## src/hbp_pkg.sv

```systemverilog
// types, codes and name tables shared by the http request byte parser
`timescale 1ns / 1ps

package hbp_pkg;

   localparam int MethodCount  = 8;
   localparam int VersionCount = 7;
   localparam int NameLen      = 8;

   // one-hot parse phases
   typedef enum logic [12:0] {
      PH_METHOD  = 13'h0001,
      PH_PATH    = 13'h0002,
      PH_QKEY    = 13'h0004,
      PH_QVAL    = 13'h0008,
      PH_VERSION = 13'h0010,
      PH_VER_LF  = 13'h0020,
      PH_HSTART  = 13'h0040,
      PH_HNAME   = 13'h0080,
      PH_HSKIP   = 13'h0100,
      PH_HVALUE  = 13'h0200,
      PH_HLF     = 13'h0400,
      PH_ENDLF   = 13'h0800,
      PH_BODY    = 13'h1000
   } phase_type;

   typedef enum logic [3:0] {
      ROLE_METHOD  = 4'd0,
      ROLE_PATH    = 4'd1,
      ROLE_QKEY    = 4'd2,
      ROLE_QVAL    = 4'd3,
      ROLE_VERSION = 4'd4,
      ROLE_HNAME   = 4'd5,
      ROLE_HVALUE  = 4'd6,
      ROLE_BODY    = 4'd7,
      ROLE_DELIM   = 4'd8
   } role_type;

   typedef enum logic [2:0] {
      EV_NONE         = 3'd0,
      EV_METHOD_DONE  = 3'd1,
      EV_URL_DONE     = 3'd2,
      EV_VERSION_DONE = 3'd3,
      EV_LINE_DONE    = 3'd4,
      EV_HEADERS_DONE = 3'd5,
      EV_ERROR        = 3'd6
   } event_type;

   typedef enum logic [2:0] {
      ERR_METHOD    = 3'd0,
      ERR_VERSION   = 3'd1,
      ERR_LINE_END  = 3'd2,
      ERR_NO_COLON  = 3'd3,
      ERR_TRUNCATED = 3'd4
   } error_type;

   localparam logic [7:0] CH_SP    = 8'h20;
   localparam logic [7:0] CH_CR    = 8'h0d;
   localparam logic [7:0] CH_LF    = 8'h0a;
   localparam logic [7:0] CH_QUEST = 8'h3f;
   localparam logic [7:0] CH_EQ    = 8'h3d;
   localparam logic [7:0] CH_AMP   = 8'h26;
   localparam logic [7:0] CH_COLON = 8'h3a;

   localparam logic [3:0] PosMax = 4'd15;

   localparam logic [7:0] METHOD_NAME [MethodCount][NameLen] = '{
      '{"G", "E", "T", 8'h0, 8'h0, 8'h0, 8'h0, 8'h0},
      '{"P", "U", "T", 8'h0, 8'h0, 8'h0, 8'h0, 8'h0},
      '{"P", "O", "S", "T", 8'h0, 8'h0, 8'h0, 8'h0},
      '{"D", "E", "L", "E", "T", "E", 8'h0, 8'h0},
      '{"P", "A", "T", "C", "H", 8'h0, 8'h0, 8'h0},
      '{"H", "E", "A", "D", 8'h0, 8'h0, 8'h0, 8'h0},
      '{"O", "P", "T", "I", "O", "N", "S", 8'h0},
      '{"T", "R", "A", "C", "E", 8'h0, 8'h0, 8'h0}
   };
   localparam logic [3:0] METHOD_LEN [MethodCount] = '{
      4'd3, 4'd3, 4'd4, 4'd6, 4'd5, 4'd4, 4'd7, 4'd5
   };

   localparam logic [7:0] VERSION_NAME [VersionCount][NameLen] = '{
      '{"H", "T", "T", "P", "/", "1", ".", "0"},
      '{"H", "T", "T", "P", "/", "1", 8'h0, 8'h0},
      '{"H", "T", "T", "P", "/", "1", ".", "1"},
      '{"H", "T", "T", "P", "/", "2", 8'h0, 8'h0},
      '{"H", "T", "T", "P", "/", "2", ".", "0"},
      '{"H", "T", "T", "P", "/", "3", 8'h0, 8'h0},
      '{"H", "T", "T", "P", "/", "3", ".", "0"}
   };
   localparam logic [3:0] VERSION_LEN [VersionCount] = '{
      4'd8, 4'd6, 4'd8, 4'd6, 4'd8, 4'd6, 4'd8
   };
   localparam logic [1:0] VERSION_VAL [VersionCount] = '{
      2'd0, 2'd0, 2'd1, 2'd2, 2'd2, 2'd3, 2'd3
   };

   typedef struct packed {
      phase_type  phase;
      logic [3:0] pos;
      logic [7:0] mcand;
      logic [6:0] vcand;
      logic       err;
   } state_type;

   localparam state_type StateReset = '{
      phase: PH_METHOD, pos: 4'd0, mcand: 8'hff, vcand: 7'h7f, err: 1'b0
   };

   typedef struct packed {
      logic [7:0] out_byte;
      role_type   role;
      logic       pair_done;
      logic       key_dropped;
      event_type  event_res;
      logic [2:0] method_code;
      logic [1:0] version_code;
      error_type  error_code;
      logic       done_res;
   } result_type;

endpackage

```

## src/hbp_step.sv

```systemverilog
// per-byte classifier: next parse state and result word for one byte
`timescale 1ns / 1ps

module hbp_step (
   input  hbp_pkg::state_type  cur,
   input  logic [7:0]          data_byte,
   input  logic                last,
   output hbp_pkg::state_type  nxt,
   output hbp_pkg::result_type res
);
   import hbp_pkg::*;

   logic       fail;
   error_type  fail_code;
   logic       m_found;
   logic [2:0] m_idx;
   logic [7:0] m_keep;
   logic       v_found;
   logic [1:0] v_val;
   logic [6:0] v_keep;

   // candidate narrowing and end-of-token lookup for method and version
   always_comb begin
      m_found = 1'b0;
      m_idx   = 3'd0;
      m_keep  = 8'h00;
      for (int i = MethodCount - 1; i >= 0; i--) begin
         if (cur.mcand[i] && METHOD_LEN[i] == cur.pos) begin
            m_found = 1'b1;
            m_idx   = 3'(i);
         end
         if (cur.mcand[i] && cur.pos < METHOD_LEN[i] && !cur.pos[3]
             && METHOD_NAME[i][cur.pos[2:0]] == data_byte) begin
            m_keep[i] = 1'b1;
         end
      end
      v_found = 1'b0;
      v_val   = 2'd0;
      v_keep  = 7'h00;
      for (int i = VersionCount - 1; i >= 0; i--) begin
         if (cur.vcand[i] && VERSION_LEN[i] == cur.pos) begin
            v_found = 1'b1;
            v_val   = VERSION_VAL[i];
         end
         if (cur.vcand[i] && cur.pos < VERSION_LEN[i] && !cur.pos[3]
             && VERSION_NAME[i][cur.pos[2:0]] == data_byte) begin
            v_keep[i] = 1'b1;
         end
      end
   end

   always_comb begin
      nxt       = cur;
      fail      = 1'b0;
      fail_code = ERR_LINE_END;
      res       = '0;
      res.out_byte   = data_byte;
      res.role       = ROLE_DELIM;
      res.event_res  = EV_NONE;
      res.error_code = ERR_METHOD;
      res.done_res   = last;

      if (!cur.err) begin
         unique case (cur.phase)
            PH_METHOD: begin
               if (data_byte == CH_SP) begin
                  if (m_found) begin
                     res.event_res   = EV_METHOD_DONE;
                     res.method_code = m_idx;
                     nxt.phase = PH_PATH;
                     nxt.pos   = 4'd0;
                     nxt.mcand = 8'hff;
                  end else begin
                     fail      = 1'b1;
                     fail_code = ERR_METHOD;
                  end
               end else begin
                  nxt.mcand = m_keep;
                  nxt.pos   = (cur.pos == PosMax) ? cur.pos : cur.pos + 4'd1;
                  res.role  = ROLE_METHOD;
               end
            end
            PH_PATH, PH_QKEY, PH_QVAL: begin
               if (data_byte == CH_SP) begin
                  res.key_dropped = (cur.phase == PH_QKEY) && (cur.pos != 4'd0);
                  res.pair_done   = (cur.phase == PH_QVAL);
                  res.event_res   = EV_URL_DONE;
                  nxt.phase = PH_VERSION;
                  nxt.pos   = 4'd0;
                  nxt.vcand = 7'h7f;
               end else if (cur.phase == PH_PATH) begin
                  if (data_byte == CH_QUEST) begin
                     nxt.phase = PH_QKEY;
                     nxt.pos   = 4'd0;
                  end else begin
                     res.role = ROLE_PATH;
                  end
               end else if (cur.phase == PH_QKEY) begin
                  // pos acts as a key-not-empty flag here
                  if (data_byte == CH_EQ) begin
                     nxt.phase = PH_QVAL;
                  end else if (data_byte == CH_AMP) begin
                     res.key_dropped = (cur.pos != 4'd0);
                     nxt.pos = 4'd0;
                  end else begin
                     res.role = ROLE_QKEY;
                     nxt.pos  = 4'd1;
                  end
               end else begin
                  if (data_byte == CH_AMP) begin
                     res.pair_done = 1'b1;
                     nxt.phase = PH_QKEY;
                     nxt.pos   = 4'd0;
                  end else begin
                     res.role = ROLE_QVAL;
                  end
               end
            end
            PH_VERSION: begin
               if (data_byte == CH_CR) begin
                  if (v_found) begin
                     res.event_res    = EV_VERSION_DONE;
                     res.version_code = v_val;
                     nxt.phase = PH_VER_LF;
                     nxt.pos   = 4'd0;
                  end else begin
                     fail      = 1'b1;
                     fail_code = ERR_VERSION;
                  end
               end else if (data_byte == CH_LF) begin
                  fail = 1'b1;
               end else begin
                  nxt.vcand = v_keep;
                  nxt.pos   = (cur.pos == PosMax) ? cur.pos : cur.pos + 4'd1;
                  res.role  = ROLE_VERSION;
               end
            end
            PH_VER_LF: begin
               if (data_byte == CH_LF) nxt.phase = PH_HSTART;
               else fail = 1'b1;
            end
            PH_HSTART, PH_HNAME: begin
               if (data_byte == CH_COLON) begin
                  nxt.phase = PH_HSKIP;
               end else if (cur.phase == PH_HSTART && data_byte == CH_CR) begin
                  nxt.phase = PH_ENDLF;
               end else if (cur.phase == PH_HSTART && data_byte == CH_LF) begin
                  fail = 1'b1;
               end else if (data_byte == CH_CR || data_byte == CH_LF) begin
                  fail      = 1'b1;
                  fail_code = ERR_NO_COLON;
               end else begin
                  res.role  = ROLE_HNAME;
                  nxt.phase = PH_HNAME;
               end
            end
            PH_HSKIP: begin
               if (data_byte == CH_CR) nxt.phase = PH_HLF;
               else if (data_byte == CH_LF) fail = 1'b1;
               else nxt.phase = PH_HVALUE;
            end
            PH_HVALUE: begin
               if (data_byte == CH_CR) nxt.phase = PH_HLF;
               else if (data_byte == CH_LF) fail = 1'b1;
               else res.role = ROLE_HVALUE;
            end
            PH_HLF: begin
               if (data_byte == CH_LF) begin
                  res.event_res = EV_LINE_DONE;
                  nxt.phase = PH_HSTART;
               end else begin
                  fail = 1'b1;
               end
            end
            PH_ENDLF: begin
               if (data_byte == CH_LF) begin
                  res.event_res = EV_HEADERS_DONE;
                  nxt.phase = PH_BODY;
               end else begin
                  fail = 1'b1;
               end
            end
            PH_BODY: begin
               res.role = ROLE_BODY;
            end
            default: begin
               fail = 1'b1;
            end
         endcase

         if (fail) begin
            res.role         = ROLE_DELIM;
            res.pair_done    = 1'b0;
            res.key_dropped  = 1'b0;
            res.method_code  = 3'd0;
            res.version_code = 2'd0;
            res.event_res    = EV_ERROR;
            res.error_code   = fail_code;
            nxt.err          = 1'b1;
         end else if (last && nxt.phase != PH_BODY) begin
            res.pair_done    = 1'b0;
            res.key_dropped  = 1'b0;
            res.method_code  = 3'd0;
            res.version_code = 2'd0;
            res.event_res    = EV_ERROR;
            res.error_code   = ERR_TRUNCATED;
         end
      end

      if (last) nxt = StateReset;
   end

endmodule

```

## src/http_request_byte_parser_top.sv

```systemverilog
// top level: input register, byte classifier, result register
//
//   channel | ports                          | direction
//   req     | req_valid/req_stall, 2 fields  | in
//   rsp     | rsp_valid/rsp_stall, 9 fields  | out
//
// one result word per request word, one word per cycle sustained while rsp_stall is low
// words pass the input register, then the classifier into the result register
// parse state is updated when a word moves into the result register
// reset clears the valid flags and returns the parser to the method phase
// a stalled result holds; the input register fills behind it, then req_stall rises
`timescale 1ns / 1ps

module http_request_byte_parser_top (
   input  logic       clock,
   input  logic       reset,
   input  logic       req_valid,
   output logic       req_stall,
   input  logic [7:0] req_data_byte,
   input  logic       req_last,
   output logic       rsp_valid,
   input  logic       rsp_stall,
   output logic [7:0] rsp_out_byte,
   output logic [3:0] rsp_role,
   output logic       rsp_pair_done,
   output logic       rsp_key_dropped,
   output logic [2:0] rsp_event_res,
   output logic [2:0] rsp_method_code,
   output logic [1:0] rsp_version_code,
   output logic [2:0] rsp_error_code,
   output logic       rsp_done_res
);
   import hbp_pkg::*;

   logic       in_valid_ff, in_valid_in;
   logic [7:0] in_byte_ff;
   logic       in_last_ff;
   logic       out_valid_ff, out_valid_in;
   result_type out_res_ff;
   state_type  state_ff, state_in;
   result_type step_res;
   logic       advance;
   logic       req_take;

   assign advance   = in_valid_ff && (!out_valid_ff || !rsp_stall);
   assign req_stall = in_valid_ff && !advance;
   assign req_take  = req_valid && !req_stall;

   assign in_valid_in  = req_take ? 1'b1 : (advance ? 1'b0 : in_valid_ff);
   assign out_valid_in = advance ? 1'b1 : (rsp_stall ? out_valid_ff : 1'b0);

   hbp_step u_step (
      .cur       (state_ff),
      .data_byte (in_byte_ff),
      .last      (in_last_ff),
      .nxt       (state_in),
      .res       (step_res)
   );

   always_ff @(posedge clock) begin
      if (reset) begin
         in_valid_ff  <= 1'b0;
         out_valid_ff <= 1'b0;
         state_ff     <= StateReset;
      end else begin
         in_valid_ff  <= in_valid_in;
         out_valid_ff <= out_valid_in;
         if (advance) state_ff <= state_in;
      end
   end

   // payload registers
   always_ff @(posedge clock) begin
      if (req_take) begin
         in_byte_ff <= req_data_byte;
         in_last_ff <= req_last;
      end
      if (advance) out_res_ff <= step_res;
   end

   assign rsp_valid        = out_valid_ff;
   assign rsp_out_byte     = out_res_ff.out_byte;
   assign rsp_role         = out_res_ff.role;
   assign rsp_pair_done    = out_res_ff.pair_done;
   assign rsp_key_dropped  = out_res_ff.key_dropped;
   assign rsp_event_res    = out_res_ff.event_res;
   assign rsp_method_code  = out_res_ff.method_code;
   assign rsp_version_code = out_res_ff.version_code;
   assign rsp_error_code   = out_res_ff.error_code;
   assign rsp_done_res     = out_res_ff.done_res;

   a_last_restarts: assert property (@(posedge clock) disable iff (reset)
      advance && in_last_ff |=> state_ff.phase == PH_METHOD && !state_ff.err)
      else $error("last word did not return parser to method phase");

   a_error_sticks: assert property (@(posedge clock) disable iff (reset)
      advance && state_ff.err && !in_last_ff |=> state_ff.err)
      else $error("latched error cleared before last word");

   a_state_holds: assert property (@(posedge clock) disable iff (reset)
      !advance |=> $stable(state_ff))
      else $error("parse state changed without a word moving");

   a_method_delim: assert property (@(posedge clock) disable iff (reset)
      out_valid_ff && rsp_event_res == EV_METHOD_DONE |-> rsp_role == ROLE_DELIM)
      else $error("method done on a non-delimiter word");

   a_stall_full: assert property (@(posedge clock) disable iff (reset)
      req_stall |-> in_valid_ff && out_valid_ff)
      else $error("request stalled with room in the pipeline");

endmodule

```

## config.mk

```make
export PLATFORM = sky130hd
export DESIGN_NAME = http_request_byte_parser_top
export DESIGN_NICKNAME = d
export VERILOG_FILES = /design/src/hbp_pkg.sv /design/src/hbp_step.sv /design/src/http_request_byte_parser_top.sv
export SDC_FILE = /design/constraint.sdc
export NUM_CORES = 1
export LEC_CHECK = 0
export ABC_AREA = 1
export BUFFER_PORTS_ARGS = -buffer_cell sky130_fd_sc_hd__buf_2
export CELL_PAD_IN_SITES_DETAIL_PLACEMENT = 1
export CELL_PAD_IN_SITES_GLOBAL_PLACEMENT = 1
export CORE_UTILIZATION = 30
export CTS_CLUSTER_DIAMETER = 40
export DETAILED_ROUTE_END_ITERATION = 12
export GPL_ROUTABILITY_DRIVEN = 0
export PLACE_DENSITY_LB_ADDON = 0.2
export SLEW_MARGIN = 30
export SYNTH_ARGS = -nofsm -noshare
export SYNTH_HDL_FRONTEND = slang
export SYNTH_HIERARCHICAL = 1
export SYNTH_SLANG_ARGS = --single-unit
```

## constraint.sdc

```tcl
create_clock -name clock -period 2.6 [get_ports clock]
set_input_delay 0.26 -clock clock [delete_from_list [all_inputs] [get_ports clock]]
set_output_delay 0.26 -clock clock [all_outputs]
set_load 0.02 [all_outputs]
```

==> impl.org <==
** Setup path
- CP cell instances :: nor2_4 > nand2_4 > inv_1 > nand3_2 > nand3_2 > nor2_4 > nand2_4 > o21ai_2 > inv_1 > nand2_1 > nor2_2 > nand3_2 > nand2_4 > nand2_8 > nor2_2
- The worst register-to-register path begins at state_ff[22]$_SDFFE_PP0P_.
- Crit Path Class :: reg -> reg
- The worst register-to-register path has a depth of 15.
- Critical path endpoint :: rsp_version_code[1]$_DFFE_PP_
- Data arrival, critical path :: 2.56 ns
- Of all nets on the critical path, the largest fanout is 9.
- Slack of the worst reg-to-reg path :: 0.13 ns
- Slowest cell delay on critical path :: 0.50 ns
- Startpoint type of the worst setup path :: register
- The kind of cell with the highest combined delay along the critical path is simple AND/OR/NAND/NOR gates.
- STA classifies the critical path endpoint as a register.
- The critical path runs through a total of 15 cells.
- Beginning of the critical path :: state_ff[22]$_SDFFE_PP0P_
- On the critical path, the stage with the largest delay is an instance of sky130_fd_sc_hd__dfxtp_1.
- Together, buffers and inverters on the worst path number 2.
- Required time of the worst setup path :: 2.69 ns
- Endpoint of the worst register-to-register path :: rsp_version_code[1]$_DFFE_PP_

** Synth
- The synthesized netlist devotes 3.09% of its cell area to XOR and XNOR gates.
- For this run, the register share of the synthesized area comes to 28.1%.
- Synthesized Nets :: 939
- Of the total synthesized cell area, the portion taken by AND, OR, NAND and NOR gates is 39.5%.
- The synthesized netlist devotes 16.1% of its cell area to compound gates.
- Count of synthesis-stage warnings from yosys :: 6
- After synthesis the netlist holds a flip-flop and latch count of 70.
- Combinational family with the most area after synthesis :: simple AND/OR/NAND/NOR gates
- Mapped Avg Cell Area :: 6.80 um^2
- The synthesized netlist devotes 1.60% of its cell area to adder and majority cells.
- Cells after Synth :: 918
- Post-synth design cell area :: 6240 um^2
- After synthesis, the share of cell area in mux cells is 0%.
- Post-synth cell types :: 52

** CTS
- Maximum clock insertion buffer count :: 2
- Root buffer cell :: sky130_fd_sc_hd__clkbuf_16
- Total number of H-tree levels :: 3
- TritonCTS clock tree :: done
- Buffers inserted during clock tree synthesis total 9.
- Clock transition at the registers of the reported paths :: 0.06 ns
- The tree built by TritonCTS fans out to 70 sinks.
- Worst skew pair latency :: 0.35 ns
- Number of hold buffers added after cts :: 0

** Pwr
- In this run the power density over the cells is 508 nW/um^2.
- Power comes to 3940 uW.
- VDD sags by at most 0.000230 V.
- Reported leakage power :: 0.00352 uW

** Floorplanning
- Horiz. Die Dim :: 146 um
- Top-Level Pins :: 41
- Once the floorplan was initialized, standard cells occupied 30.7% of the core.
- Total Die Area :: 21400 um^2
- In this run the core area contains 52 standard-cell rows.
- In this run the vertical extent of the chip is 146 um.
- Floorplan core area :: 20300 um^2

** Route
- The first detailed-routing pass took 7 iterations.
- Via/cell ratio :: 5.23
- Vias :: 6795
- Average detailed-routed wire length per instance :: 19.1 um
- After detailed routing, the number of remaining DRC violations is 0.
- Once detail routing completed, the nets flagged for antenna violations numbered 0.
- The routed design has 24.8 mm of wire.
- Number of DRC markers in iteration 0 :: 559

** Placement
- I/O Buffers :: 40
- Post-detail-place hpwl :: 19.1 mm
- OpenSTA, run right after detailed placement, puts the worst setup slack at -0.0162 ns.

** STA
- Post-route clock skew :: 0.0104 ns
- Number of setup violations in the final report :: 0
- Final Hold Violating Endpoints :: 0
- Max Freq :: 404 MHz
- Minimum clock period after layout :: 2.47 ns
- The final count of pins violating max slew is 0.
- Setup repair after global routing could not meet its margin everywhere.
- The final critical path takes up 95.2% of the cycle.
- Final Worst Setup Slack :: 0.125 ns
- For the pin with the worst max-slew slack, the measured transition is 0.597 ns.
- Measured against its own limit, the worst slew margin works out to 59.9%.

** Cells and area
- Relative to the synthesized area, the layout overhead comes to 24.1%.
- In the final design database the tool counted 1044 nets.
- Number of diodes added for antenna fixing :: 0
- Of the cells placed in the final design, the portion with a size suffix greater than 1 is 27.4%.

** Run
- Max_cap viols :: 0

** Worst hold path
- The min-delay analysis places its worst path in the category in -> reg.
- The worst hold path begins at req_data_byte[2].

** Global route
- Vias in the first global route :: 6638
- The number of antenna violations at the first check in global routing was 0.
- Global routing used 23.3% of the available tracks.
- Pin count of the biggest net entering global routing :: 52
- The total overflow left after global routing is 0.
- The first global-routing pass estimated 38.3 mm of wire.

** Status
- The flow ran to the end, and the final reports show no timing, DRC or antenna violations.
-- through the flow --
step	std cells	hold slack, ns	TNS, ns	util (%)	cell area [um^2]
4_1_cts	1289	0.0753	0	37.1	7520
3_3_place_gp	1272	0.438	0	35.3	7160
3_5_place_dp	1272	0.440	-0.0185	35.3	7160
6_report	1298	0.0819	0	38.2	7750
2_1_floorplan	918	0.329	0	-	6240
5_1_grt	1298	0.0752	-0.138	38.2	7750
-- cell usage after synthesis, drive strengths merged --
master | n | area share, %
edfxtp | 35 | 17
a22o | 2 | 0.28
or4 | 1 | 0.12
dfxtp | 35 | 11
clkbuf | 7 | 0.42
o41ai | 5 | 0.70
o2111ai | 8 | 1.1
ha | 8 | 1.6
inv | 106 | 6.4
or2 | 5 | 0.50
a31oi | 5 | 0.50
o21ai | 56 | 4.6
buf | 41 | 4.8
nand3b | 1 | 0.12
o211ai | 19 | 2.3
a32o | 1 | 0.16
a21oi | 56 | 4.6
and3 | 1 | 0.10
a211oi | 1 | 0.12
xnor2 | 1 | 0.14
xor2 | 21 | 2.9
nand3 | 122 | 10
clkinv | 2 | 0.12
nand2 | 202 | 14
a41oi | 3 | 0.42
nand4 | 21 | 2.3
o2111a | 1 | 0.18
a21boi | 1 | 0.12
nor3 | 22 | 1.8
nor3b | 2 | 0.24
a2111oi | 2 | 0.28
nor2 | 119 | 9.8
o31ai | 4 | 0.48
a22oi | 2 | 0.24
-- worst min path at each step --
| stage | to | slack, ns | depth (start not counted) |
|---|---|---|---|
| global route | in_byte_ff[6]$_DFFE_PP_ | 0.08 | 1 |
| global placement | in_byte_ff[6]$_DFFE_PP_ | 0.44 | 1 |
| CTS | in_byte_ff[2]$_DFFE_PP_ | 0.08 | 1 |
| floorplan | in_valid_ff$_SDFFE_PP0P_ | 0.33 | 1 |
| finish | in_byte_ff[2]$_DFFE_PP_ | 0.08 | 1 |
| detailed placement | in_byte_ff[0]$_DFFE_PP_ | 0.44 | 1 |
-- routing by layer --
| layer | GRT usage [%] | wire length, um | part of all wire (%) |
|---|---|---|---|
| met2 | 34.7 | 10600 | 43 |
| met4 | 7.71 | 508 | 2.0 |
| met5 | 0 | 0 | 0 |
| met3 | 3.28 | 1070 | 4.3 |
| met1 | 34.2 | 12600 | 51 |
-- layout make-up --
type                       instances  area [um^2]
fill                            2610        12600
inverter                         108          405
clock inverter                     6          109
clock buffer                      10          239
sequential                        70         1760
timing repair buffer             142         1000
multi-input combinational        692         3890
tap                              270          338
-- layout by cell type, fill, tap and decap left out, types with 29 or more instances in the layout --
| cell | n |
|---|---|
| sky130_fd_sc_hd__a21oi_1 | 52 |
| sky130_fd_sc_hd__buf_2 | 40 |
| sky130_fd_sc_hd__nand2_1 | 176 |
| sky130_fd_sc_hd__nor2_1 | 71 |
| sky130_fd_sc_hd__buf_4 | 98 |
| sky130_fd_sc_hd__dfxtp_1 | 29 |
| sky130_fd_sc_hd__o21ai_0 | 51 |
| sky130_fd_sc_hd__edfxtp_1 | 35 |
| sky130_fd_sc_hd__nor2_2 | 29 |
| sky130_fd_sc_hd__nand3_1 | 111 |
| sky130_fd_sc_hd__inv_1 | 88 |
-- report_power, final --
part	internal [uW]	leakage, uW	switching (uW)
Sequential	1230	0.000625	67.8
Clock	962	0.000172	512
Combinational	416	0.00272	751
Total	2610	0.00352	1330
-- worst reg2reg max path, cell delays in order (launching register included) --
cell	delay [ns]
sky130_fd_sc_hd__dfxtp_1	0.50
sky130_fd_sc_hd__nor2_4	0.09
sky130_fd_sc_hd__nand2_4	0.13
sky130_fd_sc_hd__inv_1	0.11
sky130_fd_sc_hd__nand3_2	0.14
sky130_fd_sc_hd__nand3_2	0.11
sky130_fd_sc_hd__nor2_4	0.29
sky130_fd_sc_hd__nand2_4	0.14
sky130_fd_sc_hd__o21ai_2	0.16
sky130_fd_sc_hd__inv_1	0.05
sky130_fd_sc_hd__nand2_1	0.07
sky130_fd_sc_hd__nor2_2	0.04
sky130_fd_sc_hd__nand3_2	0.11
sky130_fd_sc_hd__nand2_4	0.11
sky130_fd_sc_hd__nand2_8	0.13
sky130_fd_sc_hd__nor2_2	0.04
-- kinds of logic after synthesis --
kind of cell	count (synthesis)
buffers and inverters	156
XOR/XNOR	22
AND/OR/NAND/NOR	496
AO/OA/AOI/OAI	166
adder cells (fa/ha/maj)	8
flip-flops	70
-- state kept, by name, summed over array words and instances (netlist names) --
signal,cells
rsp_method_code,3
rsp_done_res,1
rsp_valid,1
rsp_out_byte,8
rsp_pair_done,1
in_last_ff,1
rsp_role,4
in_byte_ff,8
in_valid_ff,1
rsp_error_code,3
state_ff,33
rsp_version_code,2
rsp_key_dropped,1
rsp_event_res,3
-- what timing repair did --
action,CTS,global route
buffers inserted,1,9
pin swaps,1,6
setup endpoints to repair,12,28
resized for setup,2,47
gates cloned,0,0
Power figures use the tool's default switching activity.
